### src/uti_pkg.sv
`timescale 1ns / 1ps

package uti_pkg;

   localparam int TABLE_DEPTH = 1024;
   localparam int FRAC_BITS   = 16;
   localparam int ADDR_W      = $clog2(TABLE_DEPTH);
   localparam int DATA_W      = 32;
   localparam int INDEX_W     = 10;
   localparam int CNT_W       = 11;
   localparam int PROD_W      = 2 * DATA_W;
   localparam int WHOLE_W     = PROD_W - 2 * FRAC_BITS;
   localparam int DIFF_W      = DATA_W + 1;
   localparam int BLEND_W     = DIFF_W + FRAC_BITS + 1;

   localparam logic [CNT_W-1:0]  COUNT_RESET = 11'd1024;
   localparam logic [DATA_W-1:0] SCALE_RESET = DATA_W'(1) << FRAC_BITS;

   // configuration register indexes
   localparam logic [1:0] CSR_T_MIN       = 2'd0;
   localparam logic [1:0] CSR_INDEX_SCALE = 2'd1;
   localparam logic [1:0] CSR_ENTRY_COUNT = 2'd2;

   localparam logic OP_LOOKUP = 1'b0;
   localparam logic OP_WRITE  = 1'b1;

   localparam logic [1:0] FLAG_INSIDE = 2'd0;
   localparam logic [1:0] FLAG_BELOW  = 2'd1;
   localparam logic [1:0] FLAG_ABOVE  = 2'd2;

   typedef struct packed {
      logic                     op;
      logic signed [DATA_W-1:0] position;
      logic [INDEX_W-1:0]       entry_index;
      logic signed [DATA_W-1:0] entry_value;
   } req_type;

   typedef struct packed {
      logic signed [DATA_W-1:0] value;
      logic [1:0]               clamp_flag;
   } rsp_type;

   // decoded lookup or table write, ready for the table stage
   typedef struct packed {
      logic                     valid;
      logic                     is_write;
      logic [ADDR_W-1:0]        addr0;
      logic [ADDR_W-1:0]        addr1;
      logic [FRAC_BITS-1:0]     frac;
      logic [1:0]               flag;
      logic signed [DATA_W-1:0] wdata;
   } look_type;

   // two neighboring entries read for one lookup
   typedef struct packed {
      logic                     valid;
      logic [FRAC_BITS-1:0]     frac;
      logic [1:0]               flag;
      logic signed [DATA_W-1:0] e0;
      logic signed [DATA_W-1:0] e1;
   } pair_type;

endpackage

### src/uti_blend.sv
`timescale 1ns / 1ps

module uti_blend (
   input  logic               clock,
   input  logic               reset,
   input  logic               advance,
   input  uti_pkg::pair_type  pair,
   output logic               out_valid,
   output uti_pkg::rsp_type   out_data
);

   logic                                b1_valid_ff;
   logic signed [uti_pkg::DIFF_W-1:0]   b1_diff_ff;
   logic signed [uti_pkg::DATA_W-1:0]   b1_e0_ff;
   logic [uti_pkg::FRAC_BITS-1:0]       b1_frac_ff;
   logic [1:0]                          b1_flag_ff;

   logic                                b2_valid_ff;
   logic signed [uti_pkg::BLEND_W-1:0]  b2_prod_ff;
   logic signed [uti_pkg::DATA_W-1:0]   b2_e0_ff;
   logic [1:0]                          b2_flag_ff;

   logic                                out_valid_ff;
   uti_pkg::rsp_type                    out_data_ff;

   logic signed [uti_pkg::DIFF_W-1:0]   diff_in;
   logic signed [uti_pkg::BLEND_W-1:0]  prod_in;
   logic signed [uti_pkg::BLEND_W-1:0]  step;
   logic signed [uti_pkg::DATA_W-1:0]   value_in;

   assign diff_in = {pair.e1[uti_pkg::DATA_W-1], pair.e1}
                  - {pair.e0[uti_pkg::DATA_W-1], pair.e0};

   assign prod_in = b1_diff_ff * $signed({1'b0, b1_frac_ff});

   // arithmetic shift gives the floor; the sum always stays inside 32 bits
   assign step     = b2_prod_ff >>> uti_pkg::FRAC_BITS;
   assign value_in = b2_e0_ff + step[uti_pkg::DATA_W-1:0];

   always_ff @(posedge clock) begin
      if (reset) begin
         b1_valid_ff  <= 1'b0;
         b2_valid_ff  <= 1'b0;
         out_valid_ff <= 1'b0;
      end else if (advance) begin
         b1_valid_ff  <= pair.valid;
         b2_valid_ff  <= b1_valid_ff;
         out_valid_ff <= b2_valid_ff;
      end
   end

   always_ff @(posedge clock) begin
      if (advance) begin
         b1_diff_ff             <= diff_in;
         b1_e0_ff               <= pair.e0;
         b1_frac_ff             <= pair.frac;
         b1_flag_ff             <= pair.flag;
         b2_prod_ff             <= prod_in;
         b2_e0_ff               <= b1_e0_ff;
         b2_flag_ff             <= b1_flag_ff;
         out_data_ff.value      <= value_in;
         out_data_ff.clamp_flag <= b2_flag_ff;
      end
   end

   assign out_valid = out_valid_ff;
   assign out_data  = out_data_ff;

endmodule

### config.mk
export PLATFORM = sky130hd
export DESIGN_NAME = uti_blend
export DESIGN_NICKNAME = d
export VERILOG_FILES = /design/src/uti_pkg.sv /design/src/uti_blend.sv
export SDC_FILE = /design/constraint.sdc
export NUM_CORES = 2
export LEC_CHECK = 0
export BUFFER_PORTS_ARGS = -buffer_cell sky130_fd_sc_hd__buf_2
export CAP_MARGIN = 20
export CORE_MARGIN = 2
export CORE_UTILIZATION = 40
export CTS_CLUSTER_DIAMETER = 80
export DETAILED_ROUTE_END_ITERATION = 10
export GPL_ROUTABILITY_DRIVEN = 0
export PLACE_DENSITY = 0.68
export REMOVE_ABC_BUFFERS = 1
export SLEW_MARGIN = 0
export SYNTH_ARGS = -nofsm -noshare
export SYNTH_HDL_FRONTEND = slang
export SYNTH_SLANG_ARGS = --single-unit
### constraint.sdc
create_clock -name clock -period 13.6 [get_ports clock]
set_input_delay 2.04 -clock clock [delete_from_list [all_inputs] [get_ports clock]]
set_output_delay 2.04 -clock clock [all_outputs]
set_load 0.02 [all_outputs]
* Yosys cells after proc, flatten, opt, wreduce, memory -nomap -nowiden
Cells that the tools add are included.
** Word-level totals
- Register bits after elaboration :: 202
- Input bits :: 86
- Output and inout bits :: 35
- Word-level logic and storage cells :: 15
** Cells by class
- Add/sub/neg operators :: 2
- Multiply operators :: 1
** Operators with widths (count)
- multiplier 33 x 17 -> 48 bit :: 1
- subtractor 32 x 32 -> 33 bit :: 1
- adder 32 bit :: 1

* Longest topological paths before layout
- Depth in word-level cells :: 1
- Mapped depth :: 24
- Mapped depth without buffers :: 23

* Worst setup path before layout
No wires, ideal clock.
- Path type :: reg-to-reg
- Start point :: register b1_diff_ff[23] (netlist bit)
- End point :: register b2_prod_ff[45] (netlist bit) (data pin)
- Setup time :: 0.261 ns
- Data arrival time :: 5.943 ns
- Data required time :: 13.339 ns
- Setup slack :: 7.396 ns
- Cell stages (with the launch flop) :: 21
- Path buffers :: 1
- Clock period less this slack :: 6.204 ns
- Path through :: edfxtp_1 -> clkbuf_1 -> nand2_1 -> fa_1 -> fa_1 -> inv_1 -> fa_1 -> fa_1 -> fa_1 -> inv_1 -> fa_1 -> inv_1 -> ha_1 -> a21oi_2 -> o21ai_1 -> a31oi_1 -> o211ai_1 -> a2111oi_4 -> a21oi_2 -> or4b_1 -> o311a_1
** On the way
- Longest elaborated chain between the ends :: 1
** RTL lines
- start: declaration :: line uti_blend.sv:13 : logic signed [uti_pkg::DIFF_W-1:0] b1_diff_ff;
- start signal: assignment :: line uti_blend.sv:54 : b1_diff_ff <= diff_in;
- multiplier 33 x 17 -> 48 bit :: line uti_blend.sv:34 : assign prod_in = b1_diff_ff * $signed({1'b0, b1_frac_ff});
- net prod_in (one bit) :: line uti_blend.sv:27 : logic signed [uti_pkg::BLEND_W-1:0] prod_in;
- end signal: assignment :: line uti_blend.sv:58 : b2_prod_ff <= prod_in;
- end: declaration :: line uti_blend.sv:19 : logic signed [uti_pkg::BLEND_W-1:0] b2_prod_ff;
The timed path passes the listed nets, and every way through them passes these cells.
A chain may end at the register's enable or synchronous reset.

* Worst setup path after layout
- Start point :: register b1_diff_ff[10] (netlist bit)
- End point :: register b2_prod_ff[47] (netlist bit) (data pin)
The elaborated chain is that of the path after synthesis.

==> impl_results.md <==
- Status: finished clean
- Die height: 263 um
- CTS HTree Levels: 4
- Antenna violations before repair: 1
- Synthesis-to-layout area growth: 7.79%
- Final Net Count: ~3500
- Worst skew pair latency: 0.46 ns
- Synthesized flop and latch total: 186
- Starting density of the core: 40.5%
- Fin cells: 3654
- Drt wl/cell: 18.0 um
- Maxcap violations: 0
- Top-area cell type share of the netlist area: a little under two fifths
- Worst Setup Start Kind: flip-flop
- Area of the multi-input gates: 18500 um2
- EDFF count, synth: roughly 180
- Hold buffer count at cts: 0
- Vias in the first global route: between 20000 and 25000
- Largest net degree at the start of global routing: roughly 120
- Setup repair bufs after CTS: 0
- Fmax: 0.138 GHz
- Remaining DRCs: 0
- Vias per cell: approximately 5.2
- Total GRT Usage: 20.0%
- First-pass GRT wire length: around 110000 um
- Hold WS: 0.421 ns
- Number of port buffers: 120
- Worst slew pin tran: between 1 and 1.5 ns
- Post-Route Setup TNS: 0 ns
- Grt ovf: 0
- Final cycle utilization of the critical path: 53.4%
- Worst-path clk slew: 0.08 ns
- Placeable Area: 66000 um2
- Final setup vio count: 0
- Skew final: 0.0184 ns
- Boundary pin count: 121
- Die ar.: about 69000 um2
- Dpl cells: 3621
- Fraction of registers with async set/reset: 0%
- Area contributors post-synth: fa_1 37%, edfxtp_1 21%, inv_1 8.6%
- Peak fanout along the critical path: 16
- Die width: between 200 and 300 um
- Antenna Violating Nets Remaining: 0
- Clock tree buffer depth: 2
- Post-cts resize count: 0
- Layout cell share with drive strength beyond 1: 6.92%
- Req. time, crit path: 13.87 ns
- Post-Synthesis Cells: 2707
- Max-slew violations: 0
- Rel. slew slack: 32.3%
- Crit Path Category: flip-flop to flip-flop
- Syn_area_per_cell: 9.88 um2
- Post-DP HPWL: 50400 um
- Hold crit path type: flip-flop to flip-flop
- Final wirelength: 65700 um
- Final period demand of the worst path: between 7 and 8 ns
- Fin. Hold Viols: 0
- RSZ-0062 raised after global routing: no
- Root Driver: clkbuf_16
- Library cells used by synthesis: a little over 70
- Via count: 18900
- FP Rows: between 90 and 100
- Sink Count: 186
- CP arrival: 7.53 ns
- CTS tree: yes
- Drt pass-1 iters: 6
- 1st-iter DRT viols: 1466
- Main flop type after synthesis: edfxtp_1
- Yosys warning count: 0
- Synthesized area: 26700 um2
- TritonCTS buffer count: 17
- Register Area: 5560 um2
- Largest area contributor in the netlist: fa_1
- FILL cells: roughly 6300
- Setup crit end kind: flip-flop
- Register area share after synthesis: 20.8%
synth_stat cells, types with 20 or more instances:
cell type and instances:
a21oi_1 82, a211oi_1 20, nor2_1 70, clkbuf_1 90
xnor2_1 63, and2_1 236, nor3_1 21, fa_1 491
nand3_1 27, xor2_1 23, o21ai_0 51, nand2_1 348
a21o_1 20, inv_1 613, edfxtp_1 183, ha_1 175
registers in the layout, indices dropped and copies added, names as in the netlist:
| signal | count |
|---|---|
| b1_valid_ff | 1 |
| b1_flag_ff | 2 |
| b2_flag_ff | 2 |
| b2_e0_ff | 32 |
| b1_diff_ff | 33 |
| out_valid | 1 |
| b2_valid_ff | 1 |
| out_data | 34 |
| b1_frac_ff | 16 |
| b2_prod_ff | 32 |
| b1_e0_ff | 32 |
cell families (layout without fill, tap and decap cells):
family / after synthesis / in the layout / share of synthesized area [%]
xor+xnor: 86 / 86 / 2.82
buf+inv: 703 / 785 / 9.87
compound gates: 285 / 285 / 7.21
flops: 186 / 186 / 20.8
mux: 6 / 6 / 0.225
other cells: 0 / 1 / 0
fa+ha+maj: 666 / 666 / 44.9
simple gates: 775 / 775 / 14.2
final cells by class:
type / count / share of cell area [%]
antenna: 1 / 0.00868
clock buffer: 18 / 1.49
clock inverter: 14 / 0.517
inverter: 613 / 7.98
multi-input combinational: 1818 / 64.3
sequential: 186 / 19.3
tap: 864 / 3.75
timing repair buffer: 140 / 2.63
final timing paths:
kind	from	to	slack (ns)	cells past startpoint
setup / recovery	b1_diff_ff[10]	b2_prod_ff[47]	6.34	18
hold / removal	b1_e0_ff[14]	b2_e0_ff[14]	0.42	0
setup reg to reg	b1_diff_ff[10]	b2_prod_ff[47]	6.34	18
hold reg to reg	b1_e0_ff[14]	b2_e0_ff[14]	0.42	0
layer usage:
metal	GRT usage, %	up-vias	part of all wire [%]
li1	-	8525	-
met2	34.9	606	50
met1	24.9	9572	40
met5	0	-	0
met3	3.71	148	6.1
met4	6.69	0	3.1
cell usage in the layout (no fill, tap or decap), types with 5 or more instances in the layout:
cell type,netlist,layout
o31ai_1,6,6
edfxtp_1,183,183
o21a_1,14,14
inv_1,613,613
a211o_1,5,5
o211ai_1,12,12
buf_4,0,20
a21o_1,20,20
nand3_1,27,27
nor4_1,6,6
ha_1,175,175
and2_1,236,236
nor2_1,70,70
nand4_1,10,10
mux2i_1,6,6
nand2_1,348,348
clkbuf_16,0,17
xor2_1,23,23
xnor2_1,63,63
o21ai_0,51,51
o21bai_1,9,9
fa_1,491,491
a21oi_1,82,82
buf_2,0,119
nand2b_1,14,14
nor2b_1,9,9
a211oi_1,20,20
a31oi_1,11,11
inv_8,0,6
and3_1,10,10
nor3_1,21,21
metrics by stage:
stage               utilization, %  worst slack (ns)  instance area [um2]
finish                        43.7              6.34                28800
CTS                           43.7              6.35                28800
global route                  43.7              6.06                28800
detailed placement            42.8              6.36                28200
global placement              42.8              6.44                28200
floorplan                        -              7.23                26400
critical path: stages (launching register included):
cell and delay, ns:
edfxtp_1 0.72, and2_1 0.31, fa_1 0.55, inv_1 0.06
fa_1 0.55, fa_1 0.45, fa_1 0.54, inv_1 0.05
fa_1 0.49, fa_1 0.43, ha_1 0.33, a21o_1 0.19
a211o_1 0.30, o31ai_1 0.71, o311ai_1 0.31, a21oi_2 0.23
a21boi_1 0.18, a211o_1 0.32, a2111oi_2 0.33
Power is not shown: default switching activity piles up to over one toggle a cycle in this logic, so the estimate is an artifact.
