### src/uti_pkg.sv
`timescale 1ns / 1ps

package uti_pkg;

   localparam int TABLE_DEPTH = 1024;
   localparam int FRAC_BITS   = 16;
   localparam int ADDR_W      = $clog2(TABLE_DEPTH);
   localparam int DATA_W      = 32;
   localparam int INDEX_W     = 10;
   localparam int CNT_W       = 11;
   localparam int PROD_W      = 2 * DATA_W;
   localparam int WHOLE_W     = PROD_W - 2 * FRAC_BITS;
   localparam int DIFF_W      = DATA_W + 1;
   localparam int BLEND_W     = DIFF_W + FRAC_BITS + 1;

   localparam logic [CNT_W-1:0]  COUNT_RESET = 11'd1024;
   localparam logic [DATA_W-1:0] SCALE_RESET = DATA_W'(1) << FRAC_BITS;

   // configuration register indexes
   localparam logic [1:0] CSR_T_MIN       = 2'd0;
   localparam logic [1:0] CSR_INDEX_SCALE = 2'd1;
   localparam logic [1:0] CSR_ENTRY_COUNT = 2'd2;

   localparam logic OP_LOOKUP = 1'b0;
   localparam logic OP_WRITE  = 1'b1;

   localparam logic [1:0] FLAG_INSIDE = 2'd0;
   localparam logic [1:0] FLAG_BELOW  = 2'd1;
   localparam logic [1:0] FLAG_ABOVE  = 2'd2;

   typedef struct packed {
      logic                     op;
      logic signed [DATA_W-1:0] position;
      logic [INDEX_W-1:0]       entry_index;
      logic signed [DATA_W-1:0] entry_value;
   } req_type;

   typedef struct packed {
      logic signed [DATA_W-1:0] value;
      logic [1:0]               clamp_flag;
   } rsp_type;

   // decoded lookup or table write, ready for the table stage
   typedef struct packed {
      logic                     valid;
      logic                     is_write;
      logic [ADDR_W-1:0]        addr0;
      logic [ADDR_W-1:0]        addr1;
      logic [FRAC_BITS-1:0]     frac;
      logic [1:0]               flag;
      logic signed [DATA_W-1:0] wdata;
   } look_type;

   // two neighboring entries read for one lookup
   typedef struct packed {
      logic                     valid;
      logic [FRAC_BITS-1:0]     frac;
      logic [1:0]               flag;
      logic signed [DATA_W-1:0] e0;
      logic signed [DATA_W-1:0] e1;
   } pair_type;

endpackage

### src/uti_index.sv
`timescale 1ns / 1ps

module uti_index (
   input  logic                               clock,
   input  logic                               reset,
   input  logic                               advance,
   input  logic                               in_valid,
   input  uti_pkg::req_type                   in_data,
   input  logic signed [uti_pkg::DATA_W-1:0]  t_min,
   input  logic [uti_pkg::DATA_W-1:0]         index_scale,
   input  logic [uti_pkg::ADDR_W-1:0]         last,
   output uti_pkg::look_type                  look
);

   // stage 1: offset from t_min, split into sign and magnitude
   logic                               s1_valid_ff;
   logic                               s1_op_ff;
   logic                               s1_neg_ff;
   logic [uti_pkg::DATA_W-1:0]         s1_mag_ff;
   logic [uti_pkg::ADDR_W-1:0]         s1_addr_ff;
   logic signed [uti_pkg::DATA_W-1:0]  s1_wdata_ff;

   // stage 2: scaled index
   logic                               s2_valid_ff;
   logic                               s2_op_ff;
   logic                               s2_neg_ff;
   logic [uti_pkg::PROD_W-1:0]         s2_prod_ff;
   logic [uti_pkg::ADDR_W-1:0]         s2_addr_ff;
   logic signed [uti_pkg::DATA_W-1:0]  s2_wdata_ff;

   uti_pkg::look_type                  look_ff;
   uti_pkg::look_type                  look_in;

   logic [uti_pkg::DATA_W:0]           diff_in;
   logic [uti_pkg::DATA_W:0]           abs_in;
   logic                               in_range_in;
   logic [uti_pkg::PROD_W-1:0]         prod_in;
   logic [uti_pkg::WHOLE_W-1:0]        whole;
   logic [uti_pkg::WHOLE_W-1:0]        last_ext;
   logic [uti_pkg::FRAC_BITS-1:0]      frac;

   assign diff_in = {in_data.position[uti_pkg::DATA_W-1], in_data.position}
                  - {t_min[uti_pkg::DATA_W-1], t_min};
   assign abs_in  = diff_in[uti_pkg::DATA_W] ? (~diff_in + 1'b1) : diff_in;
   // a 10-bit entry_index always lies inside the table, so the range check drops no write
   assign in_range_in = (32'(in_data.entry_index) < 32'(uti_pkg::TABLE_DEPTH));

   always_ff @(posedge clock) begin
      if (reset) begin
         s1_valid_ff <= 1'b0;
      end else if (advance) begin
         s1_valid_ff <= in_valid && (in_data.op == uti_pkg::OP_LOOKUP || in_range_in);
      end
   end

   always_ff @(posedge clock) begin
      if (advance) begin
         s1_op_ff    <= in_data.op;
         s1_neg_ff   <= diff_in[uti_pkg::DATA_W];
         s1_mag_ff   <= abs_in[uti_pkg::DATA_W-1:0];
         s1_addr_ff  <= uti_pkg::ADDR_W'(in_data.entry_index);
         s1_wdata_ff <= in_data.entry_value;
      end
   end

   assign prod_in = uti_pkg::PROD_W'(s1_mag_ff) * uti_pkg::PROD_W'(index_scale);

   always_ff @(posedge clock) begin
      if (reset) begin
         s2_valid_ff <= 1'b0;
      end else if (advance) begin
         s2_valid_ff <= s1_valid_ff;
      end
   end

   always_ff @(posedge clock) begin
      if (advance) begin
         s2_op_ff    <= s1_op_ff;
         s2_neg_ff   <= s1_neg_ff;
         s2_prod_ff  <= prod_in;
         s2_addr_ff  <= s1_addr_ff;
         s2_wdata_ff <= s1_wdata_ff;
      end
   end

   assign whole    = s2_prod_ff[uti_pkg::PROD_W-1:2*uti_pkg::FRAC_BITS];
   assign frac     = s2_prod_ff[2*uti_pkg::FRAC_BITS-1:uti_pkg::FRAC_BITS];
   assign last_ext = uti_pkg::WHOLE_W'(last);

   // clamped cases read one entry twice with a zero fraction
   always_comb begin
      look_in.valid    = s2_valid_ff;
      look_in.is_write = (s2_op_ff == uti_pkg::OP_WRITE);
      look_in.wdata    = s2_wdata_ff;
      look_in.frac     = '0;
      look_in.flag     = uti_pkg::FLAG_INSIDE;
      if (s2_op_ff == uti_pkg::OP_WRITE) begin
         look_in.addr0 = s2_addr_ff;
         look_in.addr1 = s2_addr_ff;
      end else if (s2_neg_ff && s2_prod_ff != '0) begin
         look_in.addr0 = '0;
         look_in.addr1 = '0;
         look_in.flag  = uti_pkg::FLAG_BELOW;
      end else if (whole > last_ext || (whole == last_ext && frac != '0)) begin
         look_in.addr0 = last;
         look_in.addr1 = last;
         look_in.flag  = uti_pkg::FLAG_ABOVE;
      end else if (whole == last_ext) begin
         look_in.addr0 = last;
         look_in.addr1 = last;
      end else begin
         look_in.addr0 = whole[uti_pkg::ADDR_W-1:0];
         look_in.addr1 = whole[uti_pkg::ADDR_W-1:0] + 1'b1;
         look_in.frac  = frac;
      end
   end

   always_ff @(posedge clock) begin
      if (reset) begin
         look_ff.valid <= 1'b0;
      end else if (advance) begin
         look_ff.valid <= look_in.valid;
      end
      if (advance) begin
         look_ff.is_write <= look_in.is_write;
         look_ff.addr0    <= look_in.addr0;
         look_ff.addr1    <= look_in.addr1;
         look_ff.frac     <= look_in.frac;
         look_ff.flag     <= look_in.flag;
         look_ff.wdata    <= look_in.wdata;
      end
   end

   assign look = look_ff;

endmodule

### config.mk
export PLATFORM = sky130hd
export DESIGN_NAME = uti_index
export DESIGN_NICKNAME = d
export VERILOG_FILES = /design/src/uti_pkg.sv /design/src/uti_index.sv
export SDC_FILE = /design/constraint.sdc
export NUM_CORES = 2
export LEC_CHECK = 0
export ABC_CLOCK_PERIOD_IN_PS = 10600
export BUFFER_PORTS_ARGS = -buffer_cell sky130_fd_sc_hd__buf_2
export CAP_MARGIN = 20
export CORE_ASPECT_RATIO = 0.5
export CORE_MARGIN = 8
export CORE_UTILIZATION = 32
export CTS_CLUSTER_SIZE = 8
export DETAILED_ROUTE_END_ITERATION = 12
export GPL_TIMING_DRIVEN = 0
export PLACE_DENSITY = 0.55
export REMOVE_ABC_BUFFERS = 1
export SLEW_MARGIN = 0
export SYNTH_ARGS = -nofsm -noshare
export SYNTH_HDL_FRONTEND = slang
export SYNTH_SLANG_ARGS = --single-unit
### constraint.sdc
create_clock -name clock -period 10.6 [get_ports clock]
set_input_delay 2.12 -clock clock [delete_from_list [all_inputs] [get_ports clock]]
set_output_delay 2.12 -clock clock [all_outputs]
set_load 0.05 [all_outputs]
# --- Word level (Yosys, flattened, before mapping) ---
# Index checks and enable logic that the tools add are counted.
op_classes:
  n_addsub: 3
  n_mul: 1
  order_cmp: 1
  eq_ne: 1
  n_mux: 7
  bitwise: 1
  reduce_logical: 7
ops:
  columns: ["operator", "count"]
  rows:
  - ["two-way mux 20 bit", 4]
  - ["multiplier 32 x 32 -> 64 bit", 1]
  - ["nonzero test 64 bit", 1]
  - ["subtractor 32 x 32 -> 33 bit", 1]
  - ["adder 32 x 1 -> 32 bit, second input constant", 1]
  - ["equality test 32 x 10 -> 1 bit", 1]
  - ["> comparator 32 x 10 -> 1 bit", 1]
  - ["two-way mux 32 bit", 1]
  - ["inverter 32 bit", 1]
  - ["nonzero test 16 bit", 1]
  - ["adder 10 x 1 -> 10 bit, second input constant", 1]
  - ["OR reduction 4 bit", 1]
  - ["logical AND 1 bit", 2]
  - ["two-way mux 2 bit", 1]
  - ["OR reduction 2 bit", 1]
  - ["logical OR 1 bit", 1]
  - ["two-way mux 1 bit", 1]
totals:
  regBits: 258
  inputBits: 153
  output_inout_bits: 72
  elab_cells: 41

# --- Longest topological paths before layout ---
depth:
  word_depth: 6
  depth_mapped: 30
  depth_no_buf: 29

# --- Worst setup path after synthesis ---
# No wires, ideal clock.
synth_path:
  path_type: "in2reg"
  start: "input port index_scale[2] in the netlist's numbering"
  end: "register s2_prod_ff[63] in the netlist's numbering (data pin)"
  setup_time_ns: 0.131
  arrival_ns: 9.315
  path_slack_ns: 1.153
  path_stages: 26
  n_path_buf: 2
  path_cell_list: "clkbuf_1 -> nand2_1 -> fa_1 -> fa_1 -> fa_1 -> fa_1 -> inv_1 -> fa_1 -> fa_1 -> inv_1 -> fa_1 -> fa_1 -> inv_1 -> ha_1 -> clkbuf_1 -> a21oi_1 -> o21ai_0 -> a2111oi_0 -> o22ai_1 -> o2111ai_1 -> nand3_1 -> a21oi_1 -> o21ai_0 -> a311o_1 -> a2111oi_0 -> o31a_1"
synth_via:
  elab_chain_cells: 1
synth_rtl:
  columns: ["element", "line", "source"]
  rows:
  - ["from (decl)", "uti_index.sv:10", "input logic [uti_pkg::DATA_W-1:0] index_scale,"]
  - ["multiplier 32 x 32 -> 64 bit", "uti_index.sv:66", "assign prod_in = uti_pkg::PROD_W'(s1_mag_ff) * uti_pkg::PROD_W'(index_scale);"]
  - ["named net prod_in (one bit)", "uti_index.sv:37", "logic [uti_pkg::PROD_W-1:0] prod_in;"]
  - ["to (signal assigned)", "uti_index.sv:80", "s2_prod_ff <= prod_in;"]
  - ["to (decl)", "uti_index.sv:27", "logic [uti_pkg::PROD_W-1:0] s2_prod_ff;"]
# The timed path passes the listed nets, and every way through them passes these cells.
# A chain may end at the register's enable or synchronous reset.

# --- Worst setup path after layout ---
layout_path:
  start: "input port index_scale[5] in the netlist's numbering"
  end: "register s2_prod_ff[63] in the netlist's numbering (data pin)"
# The elaborated chain is that of the path after synthesis.

==> metrics.csv <==
stage,metric,value,unit
detailed_routing,detailed-route wire length per cell,19.1,µm
sta,RSZ-0062 raised after global routing,no,
floorplanning,initial core utilization,0.323,
logic_synthesis,Synth Register Bits,258,
layout,Layout Nets,5894,
global_route,GRT Total Usage,0.163,
sta,fmax,97.0,MHz
logic_synthesis,ys async rst share,0,
detailed_routing,DR iter-0 viols,1878,
critical_path,CP Class,input pin to flip-flop,
clocking,CTS Buf Count,39,
critical_path,crit path DAT,10.76,ns
floorplanning,core outline area,138000,µm²
sta,Pins Over Slew Limit,0,
worst_hold_path,Hold Path Class,flip-flop to flip-flop,
layout,Area Overhead vs Synth,11.2,%
run_status,outcome,"complete, no violations",
logic_synthesis,most frequent cells after synthesis,"920 x inv_1, 897 x fa_1, 605 x and2_1",
worst_hold_path,Hold Crit Start,s2_wdata_ff[1],
layout,Multi-input gate area,32500,µm²
logic_synthesis,Mapped Area,44400,µm²
sta,Final Cycle Share,0.973,
critical_path,Critical Path Sink Type,flip-flop,
global_route,initial antenna violation count,7,
logic_synthesis,Synth area leader,fa_1,
sta,Rel. slew slack,0.287,
sta,setup tns final,0,ns
logic_synthesis,Mean Syn Cell Area,9.99,µm²
layout,layout cells sized above 1,0.0756,
clocking,Post-CTS Setup Inserts,0,
clocking,clk root buf,clkbuf_16,
floorplanning,Die H,280,µm
critical_path,R2R Path Start,s1_mag_ff[12],
layout,"Core Util, Final",0.359,
detailed_routing,drt pass-1 iters,5,
sta,Final Critical Period,10.31,ns
global_route,grt ovf,0,
floorplanning,row cnt,96,
place,post-DP HPWL,97800,µm
flow_run,Max Cap Viol,0,
worst_hold_path,WHS Path Cells,0,
critical_path,CP peak stage delay,0.56,ns
clocking,worst-skew pair later-pin latency,0.61,ns
logic_synthesis,Synth cell types,78,
sta,worst-margin pin slew,1.07,ns
floorplanning,die area,152000,µm²
layout,Final Cell Area,49400,µm²
clocking,Worst-path clk slew,0.05,ns
logic_synthesis,post-synth top area share,0.404,
detailed_routing,Routed Wire Length,123000,µm
critical_path,CP bufs+invs,5,
floorplanning,overall die width,543,µm
critical_path,Reg2Reg Setup Slack,1.24,ns
place,placed cell area,48200,µm²
floorplanning,io pins,225,
logic_synthesis,Mapped Cells,4450,
detailed_routing,routed via count,31000,
critical_path,family with the most delay on the worst path,adder cells,
clocking,Clock Sinks,258,
logic_synthesis,largest cells by area after synthesis,"fa_1 40%, edfxtp_1 17%, ha_1 8.7%",
critical_path,worst-path maximum fanout,32,
clocking,CTS H-tree depth,2,
detailed_routing,average vias per placed instance,4.84,
detailed_routing,DR DRC count,0,
critical_path,Crit path top cell by count,fa_1,
logic_synthesis,Post-synth EDFFs,255,
logic_synthesis,sequential fraction of the synthesis area,0.174,
place,GPL Wtd Cong,0.847,
layout,FILL cells,13800,
sta,Final Hold Viols,0,
sta,smallest hold slack,0.404,ns
global_route,vias in the first global route,34500,
critical_path,Startpoint Class,input pin,
global_route,first-pass GRT wire length,196000,µm
detailed_routing,Antenna Nets Post-Route,0,
logic_synthesis,top_reg_cell synth,edfxtp_1,
clocking,clk buf depth,3,
critical_path,Critical Path RT,11.05,ns
critical_path,R2R Path End,s2_prod_ff[63],
critical_path,worst reg-to-reg path cell count,26,
worst_hold_path,hold path endpoint,look[1],
critical_path,"Slowest-stage cell, CP",fa_1,
global_route,largest net degree at the start of global routing,135,
place,PortBufs,224,
clocking,CTS tree,done,
logic_synthesis,total number of yosys warnings,0,
sta,Setup Skew,0.0590,ns
sta,Setup-failing EPs final,0,
logic_synthesis,most common cell in the netlist,inv_1,
layout,Register Area,7720,µm²
## sequential cells by signal (all words and copies together), names as in the netlist
| register | flops |
|---|---|
| s2_valid_ff | 1 |
| s1_addr_ff | 10 |
| s2_prod_ff | 64 |
| look | 72 |
| s2_op_ff | 1 |
| s1_op_ff | 1 |
| s2_addr_ff | 10 |
| s1_mag_ff | 32 |
| s1_neg_ff | 1 |
| s2_neg_ff | 1 |
| s1_valid_ff | 1 |
| s2_wdata_ff | 32 |
| s1_wdata_ff | 32 |
## layer usage
metal | global-route usage | vias to the layer above | routed length, µm | share of wire
met5 | 0 | - | 36 | 0.00029
met4 | 0.0458 | 6 | 3180 | 0.026
met3 | 0.0227 | 233 | 6840 | 0.056
met2 | 0.291 | 855 | 62500 | 0.51
met1 | 0.205 | 16200 | 50100 | 0.41
li1 | - | 13700 | - | -
## per-stage QoR
stage	instances	setup slack, ns
2_1_floorplan	4225	1.41
3_3_place_gp	6311	-0.927
3_5_place_dp	6357	-0.966
4_1_cts	6412	0.00680
5_1_grt	6414	0.0166
6_report	6416	0.291
## placed cells by master, fill, tap and decap left out, types with 8 or more instances in the layout
| master | count |
|---|---|
| buf_8 | 8 |
| xnor2_1 | 85 |
| ha_1 | 308 |
| buf_2 | 212 |
| edfxtp_1 | 255 |
| xor2_1 | 37 |
| a21oi_1 | 100 |
| nor2b_1 | 13 |
| and2_1 | 605 |
| clkbuf_16 | 39 |
| nor3_1 | 14 |
| o21a_1 | 12 |
| inv_1 | 920 |
| o21bai_1 | 15 |
| nor2_1 | 58 |
| a31oi_1 | 18 |
| nand3_1 | 28 |
| and3_1 | 15 |
| nand4_1 | 24 |
| nand2b_1 | 12 |
| a21o_1 | 61 |
| o211ai_1 | 8 |
| clkbuf_1 | 9 |
| clkbuf_4 | 9 |
| buf_16 | 38 |
| a211oi_1 | 16 |
| nand2_1 | 514 |
| nor4_1 | 18 |
| o21ai_0 | 70 |
| fa_1 | 897 |
## final cells by class
| class | instances | share of cell area |
|---|---|---|
| diodes | 4 | 0.000203 |
| clock buffers | 49 | 0.0207 |
| clock inverters | 6 | 0.00230 |
| inverters | 920 | 0.0699 |
| multi-input cells | 3047 | 0.657 |
| flip-flops and latches | 258 | 0.156 |
| well taps | 1862 | 0.0471 |
| repair buffers | 270 | 0.0470 |
## worst max path at each step
stage	start	endpoint	slack (ns)	cells after the start
floorplan	index_scale[5]	s2_prod_ff[63]	1.41	25
global placement	index_scale[8]	s2_prod_ff[63]	-0.93	27
detailed placement	index_scale[8]	s2_prod_ff[63]	-0.97	27
CTS	index_scale[5]	s2_prod_ff[63]	0.007	26
global route	index_scale[5]	s2_prod_ff[63]	0.02	26
finish	index_scale[5]	s2_prod_ff[63]	0.29	26
## what timing repair did
item                       in CTS  in global routing
setup endpoints to repair       3                  3
cloned                          0                  0
pin swaps                       0                  0
hold buffers                    0                  0
gates resized for setup         3                 10
## logic make-up after synthesis
logic type / Yosys count / share of synthesized area
buf+inv: 1145 / 0.0969
fa+ha+maj: 1205 / 0.491
compound gates: 369 / 0.0544
xor+xnor: 122 / 0.0240
simple gates: 1342 / 0.158
mux: 9 / 0.00242
flops: 258 / 0.174
## worst register-to-register path, stage by stage, from the launching register on
cell,delay (ns)
edfxtp_1,0.88
buf_16,0.24
and2_1,0.21
fa_1,0.44
fa_1,0.52
inv_1,0.05
fa_1,0.49
fa_1,0.50
inv_1,0.05
fa_1,0.50
fa_1,0.56
inv_1,0.05
fa_1,0.47
fa_1,0.51
inv_1,0.05
ha_1,0.37
a21oi_1,0.17
o21ai_0,0.09
a2111oi_0,0.43
o22ai_1,0.16
o2111ai_1,0.48
nand3_1,0.30
a21oi_4,0.41
o21ai_0,0.26
a311o_1,0.41
a2111oi_0,0.45
o31a_1,0.18
Power is left out: the tool's default activity adds up to more than one toggle a clock period on the data nets, which glitch-free logic cannot reach.
